`src/design/cau_pkg.sv`:
```
`default_nettype none

package cau_pkg;

  // field widths are fixed by the item format
  localparam int WORD_BITS = 32;
  localparam int PROD_BITS = 2 * WORD_BITS;
  localparam int SUM_BITS  = PROD_BITS + 1;
  // remainder holds the magnitude shifted by up to WORD_BITS-1 fraction bits
  localparam int REM_BITS  = 3 * WORD_BITS;

  typedef enum logic [2:0] {
    OP_ADD  = 3'd0,
    OP_SUB  = 3'd1,
    OP_MUL  = 3'd2,
    OP_DIV  = 3'd3,
    OP_NEG  = 3'd4,
    OP_CONJ = 3'd5
  } op_t;

  typedef logic signed [WORD_BITS-1:0] word_t;
  typedef logic signed [PROD_BITS-1:0] prod_t;
  typedef logic signed [SUM_BITS-1:0]  sum_t;

  typedef struct packed {
    logic [2:0] operation;
    word_t      a_real;
    word_t      a_imag;
    word_t      b_real;
    word_t      b_imag;
  } req_t;

  typedef struct packed {
    word_t result_real;
    word_t result_imag;
    logic  divide_by_zero;
    logic  overflow;
  } rsp_t;

  // products of the operands, first pipeline stage
  typedef struct packed {
    logic [2:0] operation;
    word_t      a_real;
    word_t      a_imag;
    word_t      b_real;
    word_t      b_imag;
    prod_t      p_rr;
    prod_t      p_ii;
    prod_t      p_ri;
    prod_t      p_ir;
    prod_t      p_bb;
    prod_t      p_jj;
  } prod_stage_t;

  // result for everything but divide, already saturated
  typedef struct packed {
    logic  is_div;
    logic  dz;
    word_t re;
    word_t im;
    logic  ovf;
  } side_t;

  typedef struct packed {
    side_t                side;
    logic [PROD_BITS-1:0] den;
    sum_t                 nr;
    sum_t                 ni;
  } comb_stage_t;

  typedef struct packed {
    side_t                side;
    logic [PROD_BITS-1:0] den;
    logic [REM_BITS-1:0]  rem_re;
    logic [REM_BITS-1:0]  rem_im;
    logic                 neg_re;
    logic                 neg_im;
    logic                 big_re;
    logic                 big_im;
    logic [WORD_BITS-1:0] q_re;
    logic [WORD_BITS-1:0] q_im;
  } div_stage_t;

endpackage

`default_nettype wire

```
`src/design/cau_div_setup.sv`:
```
`default_nettype none

module cau_div_setup #(
  parameter int FRACTION_BITS = 16
) (
  input  wire logic                 clk,
  input  wire logic                 en,
  input  wire cau_pkg::comb_stage_t din,
  output cau_pkg::div_stage_t       dout
);

  localparam int W = cau_pkg::WORD_BITS;
  localparam int P = cau_pkg::PROD_BITS;
  localparam int R = cau_pkg::REM_BITS;

  cau_pkg::sum_t       mag_re, mag_im;
  logic [R-1:0]        rem_re, rem_im, lim;

  // numerator magnitudes fit in the product width
  assign mag_re = din.nr[P] ? -din.nr : din.nr;
  assign mag_im = din.ni[P] ? -din.ni : din.ni;
  assign rem_re = R'(mag_re[P-1:0]) << FRACTION_BITS;
  assign rem_im = R'(mag_im[P-1:0]) << FRACTION_BITS;
  // quotient of a word width or more always saturates
  assign lim    = R'(din.den) << W;

  always_ff @(posedge clk) begin
    if (en) begin
      dout.side   <= din.side;
      dout.den    <= din.den;
      dout.rem_re <= rem_re;
      dout.rem_im <= rem_im;
      dout.neg_re <= din.nr[P];
      dout.neg_im <= din.ni[P];
      dout.big_re <= (rem_re >= lim);
      dout.big_im <= (rem_im >= lim);
      dout.q_re   <= '0;
      dout.q_im   <= '0;
    end
  end

endmodule

`default_nettype wire

```
`config.mk`:
```
export PLATFORM = sky130hd
export DESIGN_NAME = cau_div_setup
export DESIGN_NICKNAME = d
export VERILOG_FILES = /design/src/design/cau_pkg.sv /design/src/design/cau_div_setup.sv
export SDC_FILE = /design/constraint.sdc
export NUM_CORES = 1
export LEC_CHECK = 0
export ABC_AREA = 1
export BUFFER_PORTS_ARGS = -buffer_cell sky130_fd_sc_hd__buf_2
export CAP_MARGIN = 20
export CORE_UTILIZATION = 25
export DETAILED_ROUTE_END_ITERATION = 7
export GPL_ROUTABILITY_DRIVEN = 0
export PLACE_DENSITY_LB_ADDON = 0.05
export SYNTH_ARGS = -nofsm -noshare
export SYNTH_HDL_FRONTEND = slang
export SYNTH_SLANG_ARGS = --single-unit
```
`constraint.sdc`:
```
create_clock -name clk -period 3.4 [get_ports clk]
set_input_delay 0.17 -clock clk [delete_from_list [all_inputs] [get_ports clk]]
set_output_delay 0.17 -clock clk [all_outputs]
set_load 0.05 [all_outputs]
```
==> run_results.csv <==
group,metric,value,unit
global_routing,first_global_vias,14900,
synthesis,ys_seq_area_share,47.9,%
clock_tree,cts.sinks,263,
drt,drtPass1Iterations,5,
sta,fin_crit_sh,93.8,%
global_routing,gr-total-overflow,0,
placement,dp_hpwl,56600,um
drt,avgRoutedWirePerCell,19.6,um
layout,regMostFlops,"dout",
setup_path,critPathArrivalTime,3.60,ns
layout,largest_reg_flops,263,
clock_tree,numCtsBuffers,36,
drt,top_layer_used,"met5",
sta,setup_viol,0,
sta,rsz0062_at_grt,"true",
synthesis,ys.flop_type,"edfxtp_1",
global_routing,grt_pass1_wl,96800,um
layout,fin_nets,3004,
drt,num_vias,15000,
setup_path,cp_max_fo,3,
setup_path,cp_common_cell,"nand2_1",
flow_run,drv_cap,0,
drt,wl_met1,29900,um
placement,numPortBuffers,557,
synthesis,post_synth.cell_area_avg,9.06,um^2
synthesis,yosysWarnings,0,
sta,tightest_slew,0.643,ns
setup_path,crit_path_start_kind,"input port",
synthesis,synth_edf_count,263,
clock_tree,cts_root_buffer,"clkbuf_16",
power_and_ir_drop,power_density,466,nW/um^2
synthesis,synth_area,16500,um^2
worst_hold_path,hp-start,"din[91]",
clock_tree,clock_path_buffers,3,
drt,drc_errors,0,
clock_tree,clk_pin_slew_worst_paths,0.06,ns
floorplan,die_h,259,um
sta,max_freq,314,MHz
floorplan,coreArea,64800,um^2
synthesis,ys_seq_elements,263,
power_and_ir_drop,irDropWorstVdd,303,uV
outcome,run_status,"completed",
setup_path,crit_chain,"dlygate4sd3_1 -> buf_2 -> nor2_2 -> nand2_1 -> nor2_2 -> buf_4 -> nand2_1 -> nor3_2 -> nand2_2 -> nand2_2 -> buf_4 -> xor2_2 -> buf_4 -> ha_1 -> nand2_1 -> nor2_1 -> and2_4 -> nand4_1 -> nor2_2 -> nand2_1 -> nor2_1 -> nand3_1 -> nand2_1",
setup_path,cp_top_family,"simple AND/OR/NAND/NOR gates",
synthesis,postSynthCellCount,1820,
floorplan,rows,93,
setup_path,slowest_delay,0.53,ns
setup_path,critPathBufInv,5,
drt,first_iter_violations,734,
sta,drv_slew,0,
drt,ant_nets,0,
floorplan,initial_core_util,25.5,%
layout,top_regs,"dout: 263 flops",
worst_hold_path,holdCritPathClass,"in -> reg",
floorplan,ioPinCount,654,
clock_tree,h-tree-depth,2,
drt,wl_met3,4220,um
synthesis,synth_cell_types,40,
synthesis,async_flop_share,0,%
sta,holdWs,0.0355,ns
setup_path,path_class,"in -> reg",
layout,final_layout_size_suffix_gt1_share,28.8,%
placement,placedCellCount,3254,
setup_path,startpoint,"din[1]",
sta,hold_viol,0,
global_routing,grtUsageTotal,19.8,%
floorplan,dieArea,67000,um^2
sta,relSlewSlack,56.7,%
layout,area_growth,41.0,%
drt,wl_met2,32600,um
drt,totalWireLength,68600,um
global_routing,antenna_found_initial,10,
clock_tree,cts_tree,"yes",
sta,finalCriticalPeriod,3.19,ns
floorplan,die_w,259,um
global_routing,grt_max_degree,71,
drt,viasPerCell,4.29,
setup_path,worst-endpoint-required,3.81,ns
setup_path,cp-end-kind,"flip-flop",
layout,instances_no_fill,3492,
setup_path,cpMaxStageDelayCell,"dlygate4sd3_1",
layout,utilization,35.9,%
power_and_ir_drop,leakage,0.0109,uW
## metal layers
metal / vias to the layer above / track usage [%]
li1: 7410 / -
met1: 6914 / 25.0
met2: 533 / 33.6
met3: 98 / 4.39
met4: 14 / 5.59
met5: - / 0
## Yosys cell counts (12+ instances only)
library cell | instances | area [um^2]
nand2_1 | 397 | 1490
edfxtp_1 | 263 | 7900
inv_1 | 220 | 826
o21ai_0 | 44 | 220
nand3_1 | 105 | 526
xnor2_1 | 12 | 105
buf_4 | 128 | 961
nand4_1 | 28 | 175
nor3_1 | 23 | 115
ha_1 | 130 | 1630
xor2_1 | 72 | 631
nor2_1 | 220 | 826
a21oi_1 | 76 | 380
## cell type report
class / instances / area [um^2]
Multi-Input combinational cell: 1282 / 7230
Timing Repair Buffer: 802 / 5140
Antenna cell: 3 / 7.51
Tap cell: 855 / 1070
Clock inverter: 22 / 154
Clock buffer: 39 / 912
Sequential cell: 263 / 7900
Fill cell: 6842 / 41600
Inverter: 226 / 848
## repair_timing
item / 4_1_cts / 5_1_grt
endpoints found under the setup margin: 0 / 2
gates resized for setup: 0 / 37
endpoints found under the hold margin: 165 / 0
buffers inserted: 0 / 8
hold buffers: 165 / 0
## power breakdown
part	internal (uW)	switching (uW)	total (uW)
Clock	2010	1510	3520
Sequential	3920	108	4020
Combinational	840	2450	3290
## logic make-up after synthesis
group	share of synthesized area, %
AO/OA/AOI/OAI	5.05
XOR/XNOR	4.46
adder cells (fa/ha/maj)	9.86
buffers and inverters	11.4
flip-flops	47.9
other	0.0227
AND/OR/NAND/NOR	21.3
## placed cells by master, fill, tap and decap left out, types with 5 or more instances in the layout
master,n
clkbuf_16,36
clkinv_2,7
buf_12,7
xnor2_1,12
ha_1,130
nor2_2,14
a21oi_1,72
o21ai_0,44
inv_1,220
clkinv_1,8
edfxtp_1,263
buf_2,557
nand3b_1,10
clkinvlp_4,5
nand3_2,8
nand2_2,7
nand4_1,28
o21ai_1,6
buf_4,71
nand2_1,392
nand3_1,103
nor4_1,5
nor3_1,20
xor2_1,69
nor2_1,212
dlygate4sd3_1,165
o21a_1,5
conb_1,96
nor2_4,5
inv_2,5
## metrics by stage
stage	total power, uW	setup TNS [ns]	cell area, um^2	setup slack [ns]
2_1_floorplan	6300	0	16900	0.246
3_3_place_gp	7210	-0.333	20300	-0.333
3_5_place_dp	7220	-0.379	20300	-0.379
4_1_cts	11000	0	23000	0.0392
5_1_grt	11400	-0.0465	23300	-0.0273
6_report	10800	0	23300	0.212
## worst paths after layout
kind	endpoint	slack (ns)	cells after the start
max	dout[64]	0.21	23
min	dout[206]	0.04	2
(Power assumes the default switching activity.)
