[src/design/cau_pkg.sv]
`default_nettype none

package cau_pkg;

  // field widths are fixed by the item format
  localparam int WORD_BITS = 32;
  localparam int PROD_BITS = 2 * WORD_BITS;
  localparam int SUM_BITS  = PROD_BITS + 1;
  // remainder holds the magnitude shifted by up to WORD_BITS-1 fraction bits
  localparam int REM_BITS  = 3 * WORD_BITS;

  typedef enum logic [2:0] {
    OP_ADD  = 3'd0,
    OP_SUB  = 3'd1,
    OP_MUL  = 3'd2,
    OP_DIV  = 3'd3,
    OP_NEG  = 3'd4,
    OP_CONJ = 3'd5
  } op_t;

  typedef logic signed [WORD_BITS-1:0] word_t;
  typedef logic signed [PROD_BITS-1:0] prod_t;
  typedef logic signed [SUM_BITS-1:0]  sum_t;

  typedef struct packed {
    logic [2:0] operation;
    word_t      a_real;
    word_t      a_imag;
    word_t      b_real;
    word_t      b_imag;
  } req_t;

  typedef struct packed {
    word_t result_real;
    word_t result_imag;
    logic  divide_by_zero;
    logic  overflow;
  } rsp_t;

  // products of the operands, first pipeline stage
  typedef struct packed {
    logic [2:0] operation;
    word_t      a_real;
    word_t      a_imag;
    word_t      b_real;
    word_t      b_imag;
    prod_t      p_rr;
    prod_t      p_ii;
    prod_t      p_ri;
    prod_t      p_ir;
    prod_t      p_bb;
    prod_t      p_jj;
  } prod_stage_t;

  // result for everything but divide, already saturated
  typedef struct packed {
    logic  is_div;
    logic  dz;
    word_t re;
    word_t im;
    logic  ovf;
  } side_t;

  typedef struct packed {
    side_t                side;
    logic [PROD_BITS-1:0] den;
    sum_t                 nr;
    sum_t                 ni;
  } comb_stage_t;

  typedef struct packed {
    side_t                side;
    logic [PROD_BITS-1:0] den;
    logic [REM_BITS-1:0]  rem_re;
    logic [REM_BITS-1:0]  rem_im;
    logic                 neg_re;
    logic                 neg_im;
    logic                 big_re;
    logic                 big_im;
    logic [WORD_BITS-1:0] q_re;
    logic [WORD_BITS-1:0] q_im;
  } div_stage_t;

endpackage

`default_nettype wire

[src/design/cau_combine_stage.sv]
`default_nettype none

module cau_combine_stage #(
  parameter int FRACTION_BITS = 16
) (
  input  wire logic                 clk,
  input  wire logic                 en,
  input  wire cau_pkg::prod_stage_t din,
  output cau_pkg::comb_stage_t      dout
);

  localparam int W = cau_pkg::WORD_BITS;
  localparam int S = cau_pkg::SUM_BITS;

  cau_pkg::sum_t  v_re, v_im, mul_re, mul_im;
  cau_pkg::side_t side;
  logic           ovf_re, ovf_im;
  cau_pkg::word_t sat_re, sat_im;
  logic [cau_pkg::PROD_BITS-1:0] den;

  assign mul_re = (S'(din.p_rr) - S'(din.p_ii)) >>> FRACTION_BITS;
  assign mul_im = (S'(din.p_ri) + S'(din.p_ir)) >>> FRACTION_BITS;

  always_comb begin
    v_re = '0;
    v_im = '0;
    unique case (din.operation)
      cau_pkg::OP_ADD: begin
        v_re = S'(din.a_real) + S'(din.b_real);
        v_im = S'(din.a_imag) + S'(din.b_imag);
      end
      cau_pkg::OP_SUB: begin
        v_re = S'(din.a_real) - S'(din.b_real);
        v_im = S'(din.a_imag) - S'(din.b_imag);
      end
      cau_pkg::OP_MUL: begin
        v_re = mul_re;
        v_im = mul_im;
      end
      cau_pkg::OP_NEG: begin
        v_re = -S'(din.a_real);
        v_im = -S'(din.a_imag);
      end
      cau_pkg::OP_CONJ: begin
        v_re = S'(din.a_real);
        v_im = -S'(din.a_imag);
      end
      default: begin
        v_re = '0;
        v_im = '0;
      end
    endcase
  end

  // saturate: value fits when all bits above the word sign agree
  always_comb begin
    ovf_re = !((&v_re[S-1:W-1]) || !(|v_re[S-1:W-1]));
    ovf_im = !((&v_im[S-1:W-1]) || !(|v_im[S-1:W-1]));
    sat_re = ovf_re ? (v_re[S-1] ? {1'b1, {(W-1){1'b0}}} : {1'b0, {(W-1){1'b1}}})
                    : v_re[W-1:0];
    sat_im = ovf_im ? (v_im[S-1] ? {1'b1, {(W-1){1'b0}}} : {1'b0, {(W-1){1'b1}}})
                    : v_im[W-1:0];
  end

  // squared modulus, both squares are non-negative
  assign den = din.p_bb + din.p_jj;

  always_comb begin
    side.is_div = (din.operation == cau_pkg::OP_DIV);
    side.dz     = side.is_div && (den == '0);
    side.re     = sat_re;
    side.im     = sat_im;
    side.ovf    = ovf_re || ovf_im;
  end

  always_ff @(posedge clk) begin
    if (en) begin
      dout.side <= side;
      dout.den  <= den;
      dout.nr   <= S'(din.p_rr) + S'(din.p_ii);
      dout.ni   <= S'(din.p_ir) - S'(din.p_ri);
    end
  end

endmodule

`default_nettype wire

[config.mk]
export PLATFORM = sky130hd
export DESIGN_NAME = cau_combine_stage
export DESIGN_NICKNAME = d
export VERILOG_FILES = /design/src/design/cau_pkg.sv /design/src/design/cau_combine_stage.sv
export SDC_FILE = /design/constraint.sdc
export NUM_CORES = 1
export LEC_CHECK = 0
export BUFFER_PORTS_ARGS = -buffer_cell sky130_fd_sc_hd__buf_2
export CORE_AREA = 2 2 305 307
export DETAILED_ROUTE_END_ITERATION = 8
export DIE_AREA = 0 0 307 309
export GPL_ROUTABILITY_DRIVEN = 1
export SYNTH_ARGS = -nofsm -noshare
export SYNTH_HDL_FRONTEND = slang
export SYNTH_SLANG_ARGS = --single-unit
[constraint.sdc]
create_clock -name clk -period 6.5 [get_ports clk]
set_input_delay 1.3 -clock clk [delete_from_list [all_inputs] [get_ports clk]]
set_output_delay 1.3 -clock clk [all_outputs]
set_load 0.01 [all_outputs]
==> results.toml <==
[outcome]
status = "finished clean"

[global_routing]
antenna_found_initial = 45
use_met2 = 0.496
grt_pass1_vias = 36500
grt_pass1_wl_microns = 221000
grt_max_degree = 107
met1_usage = 0.383
use_met3 = 0.0632
grt_usage = 0.299
grt-ovfl-total = 0
gr-max-usage-layer = "met2"

[synthesis]
synthesis.nets = 5735
synthCells = 4758
ys_ff_latch = 261
postSynthAreaPerCell_sq_um = 7.68
synth_edf_count = 261
yosys_warnings = 0
synth_ff_type = "edfxtp_1"
yosysSeqAreaShare = 0.214
syn_area_sq_mm = 0.0366
synth.distinct_cells = 88
synthArstFlopShare = 0

[sta]
rsz0062_at_grt = "no"
post-route-min-period_ns = 6.03
slew_viol_final = 0
hold_violations = 0
slew_headroom = 0.196
clock.fmax_mhz = 166
setup_violations = 0
worst_pin_slew_ns = 1.19
timing.final.ws_setup_ns = 0.474
min_period_over_period = 0.927

[pwr]
p_seq_frac = 0.281
swShare = 0.411
clkPwrFrac = 0.257
p_int_w = 0.00488
ir_worst_vdd_mv = 0.169
power.switching_w = 0.00340
leakage_nw = 19.0
powerDensity_mw_per_mm2 = 192
comb_power_share = 0.462

[placed_design]
gp_congestion = 0.972
dpl_worst_slack_ns = -0.111
dp_hpwl_microns = 124000
port_buffers = 777

[final_layout]
drive_above_1_share = 0.181
synthToLayoutAreaGrowth_pct = 17.9
final_common_cell = "buf_2"
largest_reg_flops = 261
max_flop_register = "dout"
nets = 6413
layout_common_cells = "775 x buf_2, 599 x a21oi_1, 455 x nor2_1"
reg_top3 = "dout (261)"
finish.utilization = 0.472

[floorplanning]
die-width_microns = 307
dieArea_sq_mm = 0.0949
ioPinCount = 778
rows = 111
die_h_microns = 309
initial_core_util = 0.400
core_area_sq_mm = 0.0914

[detailed_routing]
routed-via-count = 39400
via_per_inst = 5.91
drt-initial-drc-count = 3604
wl_per_cell_microns = 22.5
antenna_left = 0
drcViolationCount = 0
dr.pass1.iters = 6
routed_wl_microns = 150000

[clock_network]
cts_inserted_buffers = 38
htreeDepth = 2
hold_buffers = 0
cts_tree = "done"
cts_root_buf = "clkbuf_16"
cts.clk_slew.worst_paths_ns = 0.05
cts_setup_buffers = 0
clkSinkCount = 261
cts_max_path_buffers = 3
cts_resized = 0

[critical_path]
cpMaxStageDelayCell = "or4b_2"
worstSetupPathType = "in2reg"
crit_top_cell = "or3_4"
critPathMaxStageDelay_ns = 0.66
cp-start-kind = "input port"
end_kind = "flop"
critPathArrivalTime_ns = 6.36
critPathMaxFanout = 32
critPathRequiredTime_ns = 6.84
cp_cell_sequence = "buf_2 > or4_4 > or3_1 > or3_1 > or3_4 > or3_4 > or3_4 > ha_1 > nor2_1 > a41oi_1 > o311a_1 > o211ai_1 > a311o_1 > or4b_2 > o41ai_4 > buf_12 > a21oi_1"

[run]
maxCapViolCount = 0

[worst_hold_path]
hold_end = "dout[130]"
min-delay-start = "din[64]"
worstHoldPathType = "in2reg"
hold_depth = 2
## power groups by stage
stage	clock, W	sequential [W]	combinational, W
after floorplan	0	0.00248	0.00218
after global placement	0	0.00236	0.00375
after detailed placement	0	0.00236	0.00375
after CTS	0.00217	0.00233	0.00377
after global routing	0.00223	0.00235	0.00415
final	0.00213	0.00233	0.00382
## cell families (layout without fill, tap and decap cells)
kind of cell | after synthesis | after routing | synth area share
DFF | 261 | 261 | 0.214
xor gates and xnor gates | 359 | 359 | 0.0860
other | 0 | 24 | 0
buffers and inverters | 662 | 1369 | 0.0687
AOI/OAI and AO/OA | 1609 | 1609 | 0.280
muxes | 15 | 15 | 0.00445
and+or+nand+nor | 1392 | 1392 | 0.187
adders and majority gates | 460 | 460 | 0.159
## worst max-delay path, delay by kind of cell
kind / cells / cell delay (ns)
AO/OA/AOI/OAI: 6 / 1.19
buffers and inverters: 2 / 0.35
AND/OR/NAND/NOR: 8 / 3.21
adder cells (fa/ha/maj): 1 / 0.28
## synth_stat cells, types with 40 or more instances
library cell / instances / area share
nor4_1: 74 / 0.013
xor2_1: 85 / 0.020
xnor2_1: 274 / 0.066
nor2_1: 457 / 0.047
a31oi_1: 51 / 0.0087
clkbuf_1: 198 / 0.020
a21oi_1: 600 / 0.082
nand2_1: 261 / 0.027
nor2b_1: 67 / 0.011
o21ai_0: 266 / 0.036
edfxtp_1: 261 / 0.21
nand2b_1: 50 / 0.0086
a21o_1: 98 / 0.020
inv_1: 430 / 0.044
nand3_1: 84 / 0.011
a211oi_1: 53 / 0.011
o31ai_1: 72 / 0.015
nor3_1: 121 / 0.017
o211ai_1: 45 / 0.0092
or3_1: 40 / 0.0068
nand4_1: 79 / 0.014
ha_1: 453 / 0.16
o21bai_1: 84 / 0.017
## worst max-delay path by stage
stage	startpoint	to	slack [ns]
floorplan	din[458]	dout[202]	0.26
global placement	din[458]	dout[208]	-0.04
detailed placement	din[458]	dout[208]	-0.11
CTS	din[458]	dout[201]	0.54
global route	din[458]	dout[224]	0.27
finish	din[458]	dout[203]	0.47
## metrics by stage
stage | cells | hold slack [ns] | power [W] | TNS, ns | instance area, sq um
2_1_floorplan | 4758 | 1.41 | 0.00466 | 0 | 36600
3_3_place_gp | 6582 | 1.71 | 0.00611 | -0.786 | 41800
3_5_place_dp | 6582 | 1.70 | 0.00611 | -2.74 | 41800
4_1_cts | 6651 | 1.06 | 0.00827 | 0 | 43100
5_1_grt | 6667 | 1.08 | 0.00873 | 0 | 43100
6_report | 6675 | 1.08 | 0.00828 | 0 | 43100
## area by class of cell
class / instances / area, sq um
multi-input cells: 3835 / 26300
fillers: 9366 / 48300
inverters: 434 / 1630
well taps: 1186 / 1480
flip-flops and latches: 261 / 7840
repair buffers: 866 / 4610
diodes: 24 / 60.1
clock buffers: 42 / 987
clock inverters: 27 / 259
## layer usage
layer / vias up / part of all wire
li1: 18800 / -
met1: 18800 / 0.42
met2: 1577 / 0.47
met3: 268 / 0.079
met4: 32 / 0.036
met5: - / 0.0014
(Power assumes the default switching activity.)
