**config.mk**
```make
export PLATFORM = sky130hd
export DESIGN_NAME = cau_div_cell
export DESIGN_NICKNAME = d
export VERILOG_FILES = /design/src/design/cau_pkg.sv /design/src/design/cau_div_cell.sv
export SDC_FILE = /design/constraint.sdc
export NUM_CORES = 1
export LEC_CHECK = 0
export BUFFER_PORTS_ARGS = -buffer_cell sky130_fd_sc_hd__buf_2
export CORE_AREA = 2 2 304 306
export DETAILED_ROUTE_END_ITERATION = 7
export DIE_AREA = 0 0 306 308
export GPL_TIMING_DRIVEN = 0
export PLACE_DENSITY = 0.44
export SYNTH_ARGS = -nofsm -noshare
export SYNTH_HDL_FRONTEND = slang
export SYNTH_SLANG_ARGS = --single-unit
```
**constraint.sdc**
```tcl
create_clock -name clk -period 2.9 [get_ports clk]
set_input_delay 0 -clock clk [delete_from_list [all_inputs] [get_ports clk]]
set_output_delay 0 -clock clk [all_outputs]
set_load 0.01 [all_outputs]
```
**src/design/cau_pkg.sv**
```systemverilog
`default_nettype none

package cau_pkg;

  // field widths are fixed by the item format
  localparam int WORD_BITS = 32;
  localparam int PROD_BITS = 2 * WORD_BITS;
  localparam int SUM_BITS  = PROD_BITS + 1;
  // remainder holds the magnitude shifted by up to WORD_BITS-1 fraction bits
  localparam int REM_BITS  = 3 * WORD_BITS;

  typedef enum logic [2:0] {
    OP_ADD  = 3'd0,
    OP_SUB  = 3'd1,
    OP_MUL  = 3'd2,
    OP_DIV  = 3'd3,
    OP_NEG  = 3'd4,
    OP_CONJ = 3'd5
  } op_t;

  typedef logic signed [WORD_BITS-1:0] word_t;
  typedef logic signed [PROD_BITS-1:0] prod_t;
  typedef logic signed [SUM_BITS-1:0]  sum_t;

  typedef struct packed {
    logic [2:0] operation;
    word_t      a_real;
    word_t      a_imag;
    word_t      b_real;
    word_t      b_imag;
  } req_t;

  typedef struct packed {
    word_t result_real;
    word_t result_imag;
    logic  divide_by_zero;
    logic  overflow;
  } rsp_t;

  // products of the operands, first pipeline stage
  typedef struct packed {
    logic [2:0] operation;
    word_t      a_real;
    word_t      a_imag;
    word_t      b_real;
    word_t      b_imag;
    prod_t      p_rr;
    prod_t      p_ii;
    prod_t      p_ri;
    prod_t      p_ir;
    prod_t      p_bb;
    prod_t      p_jj;
  } prod_stage_t;

  // result for everything but divide, already saturated
  typedef struct packed {
    logic  is_div;
    logic  dz;
    word_t re;
    word_t im;
    logic  ovf;
  } side_t;

  typedef struct packed {
    side_t                side;
    logic [PROD_BITS-1:0] den;
    sum_t                 nr;
    sum_t                 ni;
  } comb_stage_t;

  typedef struct packed {
    side_t                side;
    logic [PROD_BITS-1:0] den;
    logic [REM_BITS-1:0]  rem_re;
    logic [REM_BITS-1:0]  rem_im;
    logic                 neg_re;
    logic                 neg_im;
    logic                 big_re;
    logic                 big_im;
    logic [WORD_BITS-1:0] q_re;
    logic [WORD_BITS-1:0] q_im;
  } div_stage_t;

endpackage

`default_nettype wire

```
**src/design/cau_div_cell.sv**
```systemverilog
`default_nettype none

module cau_div_cell #(
  parameter int STEP = 0
) (
  input  wire logic                clk,
  input  wire logic                en,
  input  wire cau_pkg::div_stage_t din,
  output cau_pkg::div_stage_t      dout
);

  localparam int R   = cau_pkg::REM_BITS;
  localparam int BIT = cau_pkg::WORD_BITS - 1 - STEP;

  logic [R-1:0] trial;
  logic         take_re, take_im;
  cau_pkg::div_stage_t nxt;

  // one restoring step per cell, both parts in parallel
  assign trial   = R'(din.den) << BIT;
  assign take_re = (din.rem_re >= trial);
  assign take_im = (din.rem_im >= trial);

  always_comb begin
    nxt = din;
    if (take_re) begin
      nxt.rem_re    = din.rem_re - trial;
      nxt.q_re[BIT] = 1'b1;
    end
    if (take_im) begin
      nxt.rem_im    = din.rem_im - trial;
      nxt.q_im[BIT] = 1'b1;
    end
  end

  always_ff @(posedge clk) begin
    if (en) begin
      dout <= nxt;
    end
  end

endmodule

`default_nettype wire

```
==> results of run 1 <==
-- routing by layer --
layer / vias up / wire, um / GRT usage
met3: 163 / 6750 / 0.0510
met2: 742 / 52600 / 0.384
met1: 10100 / 40400 / 0.240
met5: - / 201 / 0
li1: 9858 / - / -
met4: 28 / 3230 / 0.0637
-- Yosys cell counts (12+ instances only) --
library cell	instances	area (sq um)
a21o_1	78	586
buf_2	23	115
o21ai_0	125	626
mux2_2	14	158
o21ai_1	22	110
nor4_1	20	125
inv_1	105	394
nand3_1	33	165
a21oi_1	196	981
xor2_1	47	412
nand2b_1	20	125
o21bai_1	25	188
nor3_1	26	130
nor2_1	143	537
nand2_1	178	668
clkbuf_1	46	173
and3_1	13	81.3
nand4_1	45	282
a31oi_1	21	131
xnor2_1	70	613
edfxtp_1	391	11700
ha_1	128	1600
and2_1	12	75.1
o211ai_1	12	90.1
-- per-stage QoR --
step | setup slack, ps | total power, mW | util | hold slack [ps]
CTS | -10.2 | 18.0 | 0.363 | -380
global placement | -4240 | 11.6 | 0.298 | 179
detailed placement | -2340 | 11.5 | 0.299 | 178
finish | 32.0 | 17.9 | 0.367 | -320
global route | -36.4 | 18.7 | 0.367 | -366
floorplan | 93.5 | 9.46 | - | 98.9
-- placed cells by master, fill, tap and decap left out, types with 6 or more instances in the layout --
master,synthesis,final
a21o_1,78,78
a21oi_1,196,178
a21oi_2,3,20
a31oi_1,21,15
and2_1,12,11
and3_1,13,12
and4_1,7,7
buf_12,0,6
buf_2,23,798
buf_4,5,18
clkbuf_1,46,49
clkbuf_16,0,49
clkinv_1,0,9
diode_2,0,11
dlygate4sd3_1,0,387
edfxtp_1,391,391
ha_1,128,126
inv_1,105,104
mux2_2,14,14
nand2_1,178,175
nand2b_1,20,20
nand3_1,33,31
nand4_1,45,45
nor2_1,143,138
nor2b_1,9,9
nor3_1,26,19
nor4_1,20,14
o211ai_1,12,12
o21a_1,11,11
o21ai_0,125,118
o21ai_1,22,22
o21bai_1,25,24
o31ai_1,11,8
or3_1,6,6
xnor2_1,70,70
xor2_1,47,47
-- power by group --
part	switching [mW]	internal, mW
combinational	2.91	2.00
clock	2.56	3.30
sequential	0.161	6.97
-- repair_timing --
| item | CTS | global route |
|---|---|---|
| hold buffers | 380 | 7 |
| setup endpoints to repair | 132 | 109 |
| resized for setup | 91 | 63 |
| setup buffers | 10 | 4 |
| hold endpoints to repair | 469 | 13 |
| pin swaps | 13 | 5 |
-- area by class of cell --
class                      count  area, sq um  area share
inverter                     105          398      0.0119
timing repair buffer        1187         8030       0.240
antenna                       11         27.5    0.000823
tap                         1186         1480      0.0444
clock inverter                25          219     0.00655
clock buffer                  61         1270      0.0380
sequential                   391        11700       0.351
multi-input combinational   1389         9740       0.291
buffer                        80          518      0.0155
-- path summary, 6_finish.rpt --
check                 from         to  slack (ps)
setup / recovery  din[266]  dout[238]          30
hold / removal    din[261]  dout[261]        -320
-- worst max-delay path: stages --
cell and delay (ps):
buf_2 100, inv_1 80, ha_1 420, nand4_1 200
a21oi_4 250, o311ai_4 120, buf_4 180, and3b_1 260
o31a_1 420, o41ai_4 400, a21boi_1 260, o31ai_2 280
xnor2_1 170, o21ai_1 90
-- kinds of logic after synthesis --
family | share of synthesized area
muxes | 0.00865
xor gates and xnor gates | 0.0472
and+or+nand+nor | 0.118
DFF | 0.541
buffers and inverters | 0.0367
AOI/OAI and AO/OA | 0.173
adders and majority gates | 0.0756
==> results.tsv, run 1 <==
stage	metric	value	unit
sta	drv_slew	0	
layout	nets	3725	
setup_path	cp-end-kind	flip-flop	
route	ant_nets	0	
logic_synthesis	synthesis.area	21700	sq um
pwr	pwr_density_cell	536	nW/um^2
route	drc	0	
sta	whs	-320	ps
grt	grt_max_degree	110	
route	via_count	20900	
sta	final.setup.tns	0	ps
pwr	ir_drop	414	uV
die	die_h	308	um
sta	finalHoldViolCount	6	
sta	period_needed	2870	ps
clocking	htree_levels	2	
grt	grtUsageTotal	0.210	
die	num_rows	111	
place	placed_area	27200	sq um
die	initial_core_util	0.239	
route	wl_per_cell	23.3	um
min_path	hold_path.class	in2reg	
place	io_buffer_count	783	
logic_synthesis	synthFlopType	edfxtp_1	
route	firstDrtPassIters	5	
pwr	power.leakage	14.1	nW
place	dp.cells	3940	
die	die_area	94200	sq um
place	dp_hpwl	82200	um
layout	fillers	9274	
run	drv_cap	0	
layout	syn_to_final_growth	54.0	%
grt	grt_first_pass_wirelength	146000	um
layout	fin_area	33400	sq um
setup_path	crit_fanout	4	
sta	maxSlewHeadroom	0.389	
logic_synthesis	synth-edff-count	391	
route	vias_per_cell	4.70	
die	ios	784	
setup_path	critPathArrivalTime	3230	ps
clocking	clk_pin_slew	60	ps
clocking	clk_path_buf_depth	3	
setup_path	worst-endpoint-required	3260	ps
place	place.gp.congestion	0.922	
route	dr.first_iter.drc_count	1542	
logic_synthesis	postSynth.asyncResetShare	0	
status	violations	negative hold slack	
sta	rsz0062_at_grt	true	
layout	top_regs	dout x391	
grt	antenna_found_initial	28	
logic_synthesis	syn-num-nets	2491	
route	postRouteWirelength	103000	um
setup_path	critical_path_class	in2reg	
sta	finalSetupViolations	0	
clocking	cts_tree	done	
layout	largest_register	dout	
clocking	numCtsBuffers	48	
clocking	root_buffer	clkbuf_16	
layout	stdcell_count	4435	
logic_synthesis	seq_area_frac_synth	0.541	
logic_synthesis	ys_ff_latch	391	
logic_synthesis	ys_warn_count	0	
layout	largest_reg_flops	391	
logic_synthesis	synth_cells	1968	
clocking	clock-sinks	391	
layout	drive_gt1_frac	0.322	
sta	max_freq	349	MHz
logic_synthesis	synthDistinctLibCells	88	
setup_path	critPathLaunchType	input port	
grt	grt_pass1_vias	21700	
grt	grt-ovfl-total	0	
die	core	91000	sq um
die	die_x	306	um
logic_synthesis	synth_area_per_cell	11.0	sq um
status	status	complete, but fails checks	
sta	period_share	0.989	
min_path	holdPathStages	1	
sta	tightestPinTransition	916	ps
Power figures use the tool's default switching activity.
==> run 2, diff against run 1 <==
--- a/config.mk
+++ b/config.mk
@@ -6,11 +6,11 @@
 export NUM_CORES = 1
 export LEC_CHECK = 0
 export BUFFER_PORTS_ARGS = -buffer_cell sky130_fd_sc_hd__buf_2
-export CORE_AREA = 2 2 304 306
+export CORE_AREA = 2 2 309 311
 export DETAILED_ROUTE_END_ITERATION = 7
-export DIE_AREA = 0 0 306 308
+export DIE_AREA = 0 0 311 313
 export GPL_TIMING_DRIVEN = 0
-export PLACE_DENSITY = 0.44
+export PLACE_DENSITY = 0.41
 export SYNTH_ARGS = -nofsm -noshare
 export SYNTH_HDL_FRONTEND = slang
 export SYNTH_SLANG_ARGS = --single-unit
==> constraint.sdc (replaced) <==
create_clock -name clk -period 2.86 [get_ports clk]
set_input_delay 0 -clock clk [delete_from_list [all_inputs] [get_ports clk]]
set_output_delay 0 -clock clk [all_outputs]
set_load 0.01 [all_outputs]
==> run 2 against run 1 <==
  * The run ends with negative hold slack, negative setup slack left
  * Critical path depth fell by 3
  * Die area rose by 3.3%
  * Non-clock buffer count fell by 2
  * Count of clock-buffer cells in the layout fell by 3
  * Wire length rose by 1.9%
  * Final area rose by 1.0%
  * Total power rose by 3.0%
  * Clock power rose by 5.5%
  * Sequential power rose by 2%
==> results.tsv, run 2 (synthesis results as in run 1) <==
stage	metric	value	unit
die	ios	784	
die	die_h	313	um
die	initial_core_util	0.230	
sta	final.setup.tns	-19.1	ps
grt	grtUsageTotal	0.208	
setup_path	critPathLaunchType	input port	
route	wl_per_cell	23.3	um
layout	drive_gt1_frac	0.330	
sta	setup_slack	-19.1	ps
pwr	power.leakage	14.2	nW
place	place.gp.congestion	0.935	
layout	largest_reg_flops	391	
layout	largest_register	dout	
grt	grt_pass1_vias	21400	
layout	fillers	9661	
layout	top_regs	dout x391	
layout	layout_common_cells	buf_2, edfxtp_1, dlygate4sd3_1, a21oi_1, nand2_1	
grt	grt-ovfl-total	0	
grt	grt_first_pass_wirelength	149000	um
grt	grt_max_degree	118	
sta	finalHoldViolCount	10	
run	drv_cap	0	
die	num_rows	113	
sta	tightestPinTransition	959	ps
layout	final_core_util	0.359	
setup_path	worst-endpoint-required	3250	ps
clocking	htree_levels	2	
setup_path	critPathArrivalTime	3270	ps
sta	period_share	1.01	
status	status	complete, but fails checks	
layout	nets	3725	
sta	finalSetupViolations	1	
route	vias_per_cell	4.63	
route	postRouteWirelength	105000	um
layout	regArea	11700	sq um
pwr	pwr_density_cell	546	nW/um^2
route	via_count	20900	
die	core	94200	sq um
die	die_area	97300	sq um
clocking	clk_pin_slew	60	ps
layout	fin_area	33800	sq um
sta	maxSlewHeadroom	0.361	
route	drc	0	
clocking	cts_tree	done	
setup_path	critical_path_class	in2reg	
die	die_x	311	um
sta	whs	-330	ps
place	dp_hpwl	84300	um
layout	final_common_cell	buf_2	
min_path	hold_path.class	in2reg	
layout	stdcell_count	4519	
route	firstDrtPassIters	5	
route	dr.first_iter.drc_count	1559	
sta	period_needed	2880	ps
place	placed_area	27300	sq um
status	violations	negative hold slack, negative setup slack	
place	io_buffer_count	783	
setup_path	crit_fanout	6	
route	ant_nets	0	
pwr	ir_drop	399	uV
place	dp.cells	4019	
clocking	clk_path_buf_depth	3	
clocking	root_buffer	clkbuf_16	
clocking	clock-sinks	391	
layout	syn_to_final_growth	55.6	%
sta	drv_slew	0	
setup_path	cp-end-kind	flip-flop	
grt	antenna_found_initial	23	
sta	max_freq	347	MHz
layout	multiInputGateArea	9870	sq um
clocking	numCtsBuffers	50	
run 2: area by class of cell:
| type | instances | share of cell area |
|---|---|---|
| multi-input cells | 1389 | 0.292 |
| well taps | 1265 | 0.0469 |
| flip-flops and latches | 391 | 0.348 |
| clock inverters | 33 | 0.00889 |
| inverters | 105 | 0.0118 |
| diodes | 13 | 0.000963 |
| clock buffers | 58 | 0.0379 |
| plain buffers | 74 | 0.0147 |
| repair buffers | 1191 | 0.239 |
run 2: per-stage QoR:
stage,setup WS (ps),total power [mW]
finish,-19.1,18.4
global route,-5.25,19.3
CTS,-64.5,18.5
detailed placement,-2180,11.7
global placement,-4420,11.8
floorplan,53.5,9.59
run 2: per-layer routing:
metal	track usage	vias to the layer above	wire length [um]
met4	0.0582	22	2930
met3	0.0492	132	6490
li1	-	9868	-
met5	0	-	144
met1	0.242	10200	41800
met2	0.378	733	53800
run 2: final timing paths:
path                  slack [ps]        end  startpoint  cells past startpoint
worst max-delay path         -20  dout[259]    din[224]                     11
worst min-delay path        -330  dout[261]    din[261]                      1
run 2: power by group:
| group | switching, mW | internal, mW |
|---|---|---|
| registers | 0.169 | 7.07 |
| clock network | 2.67 | 3.51 |
| logic | 2.97 | 2.06 |
run 2: critical path, stage by stage:
cell	delay, ps
dlygate4sd3_1	560
buf_2	150
ha_1	380
a31o_2	310
a221oi_4	410
o221a_2	270
o21ai_0	60
o21ba_2	330
o21ai_2	130
a31oi_1	290
mux2_2	380
run 2: timing repair:
action / 4_1_cts / 5_1_grt
hold buffers: 377 / 7
gates cloned: 0 / 0
endpoints found under the hold margin: 466 / 16
gates resized for setup: 89 / 92
pin swaps: 14 / 24
endpoints found under the setup margin: 132 / 112
setup buffers: 10 / 11
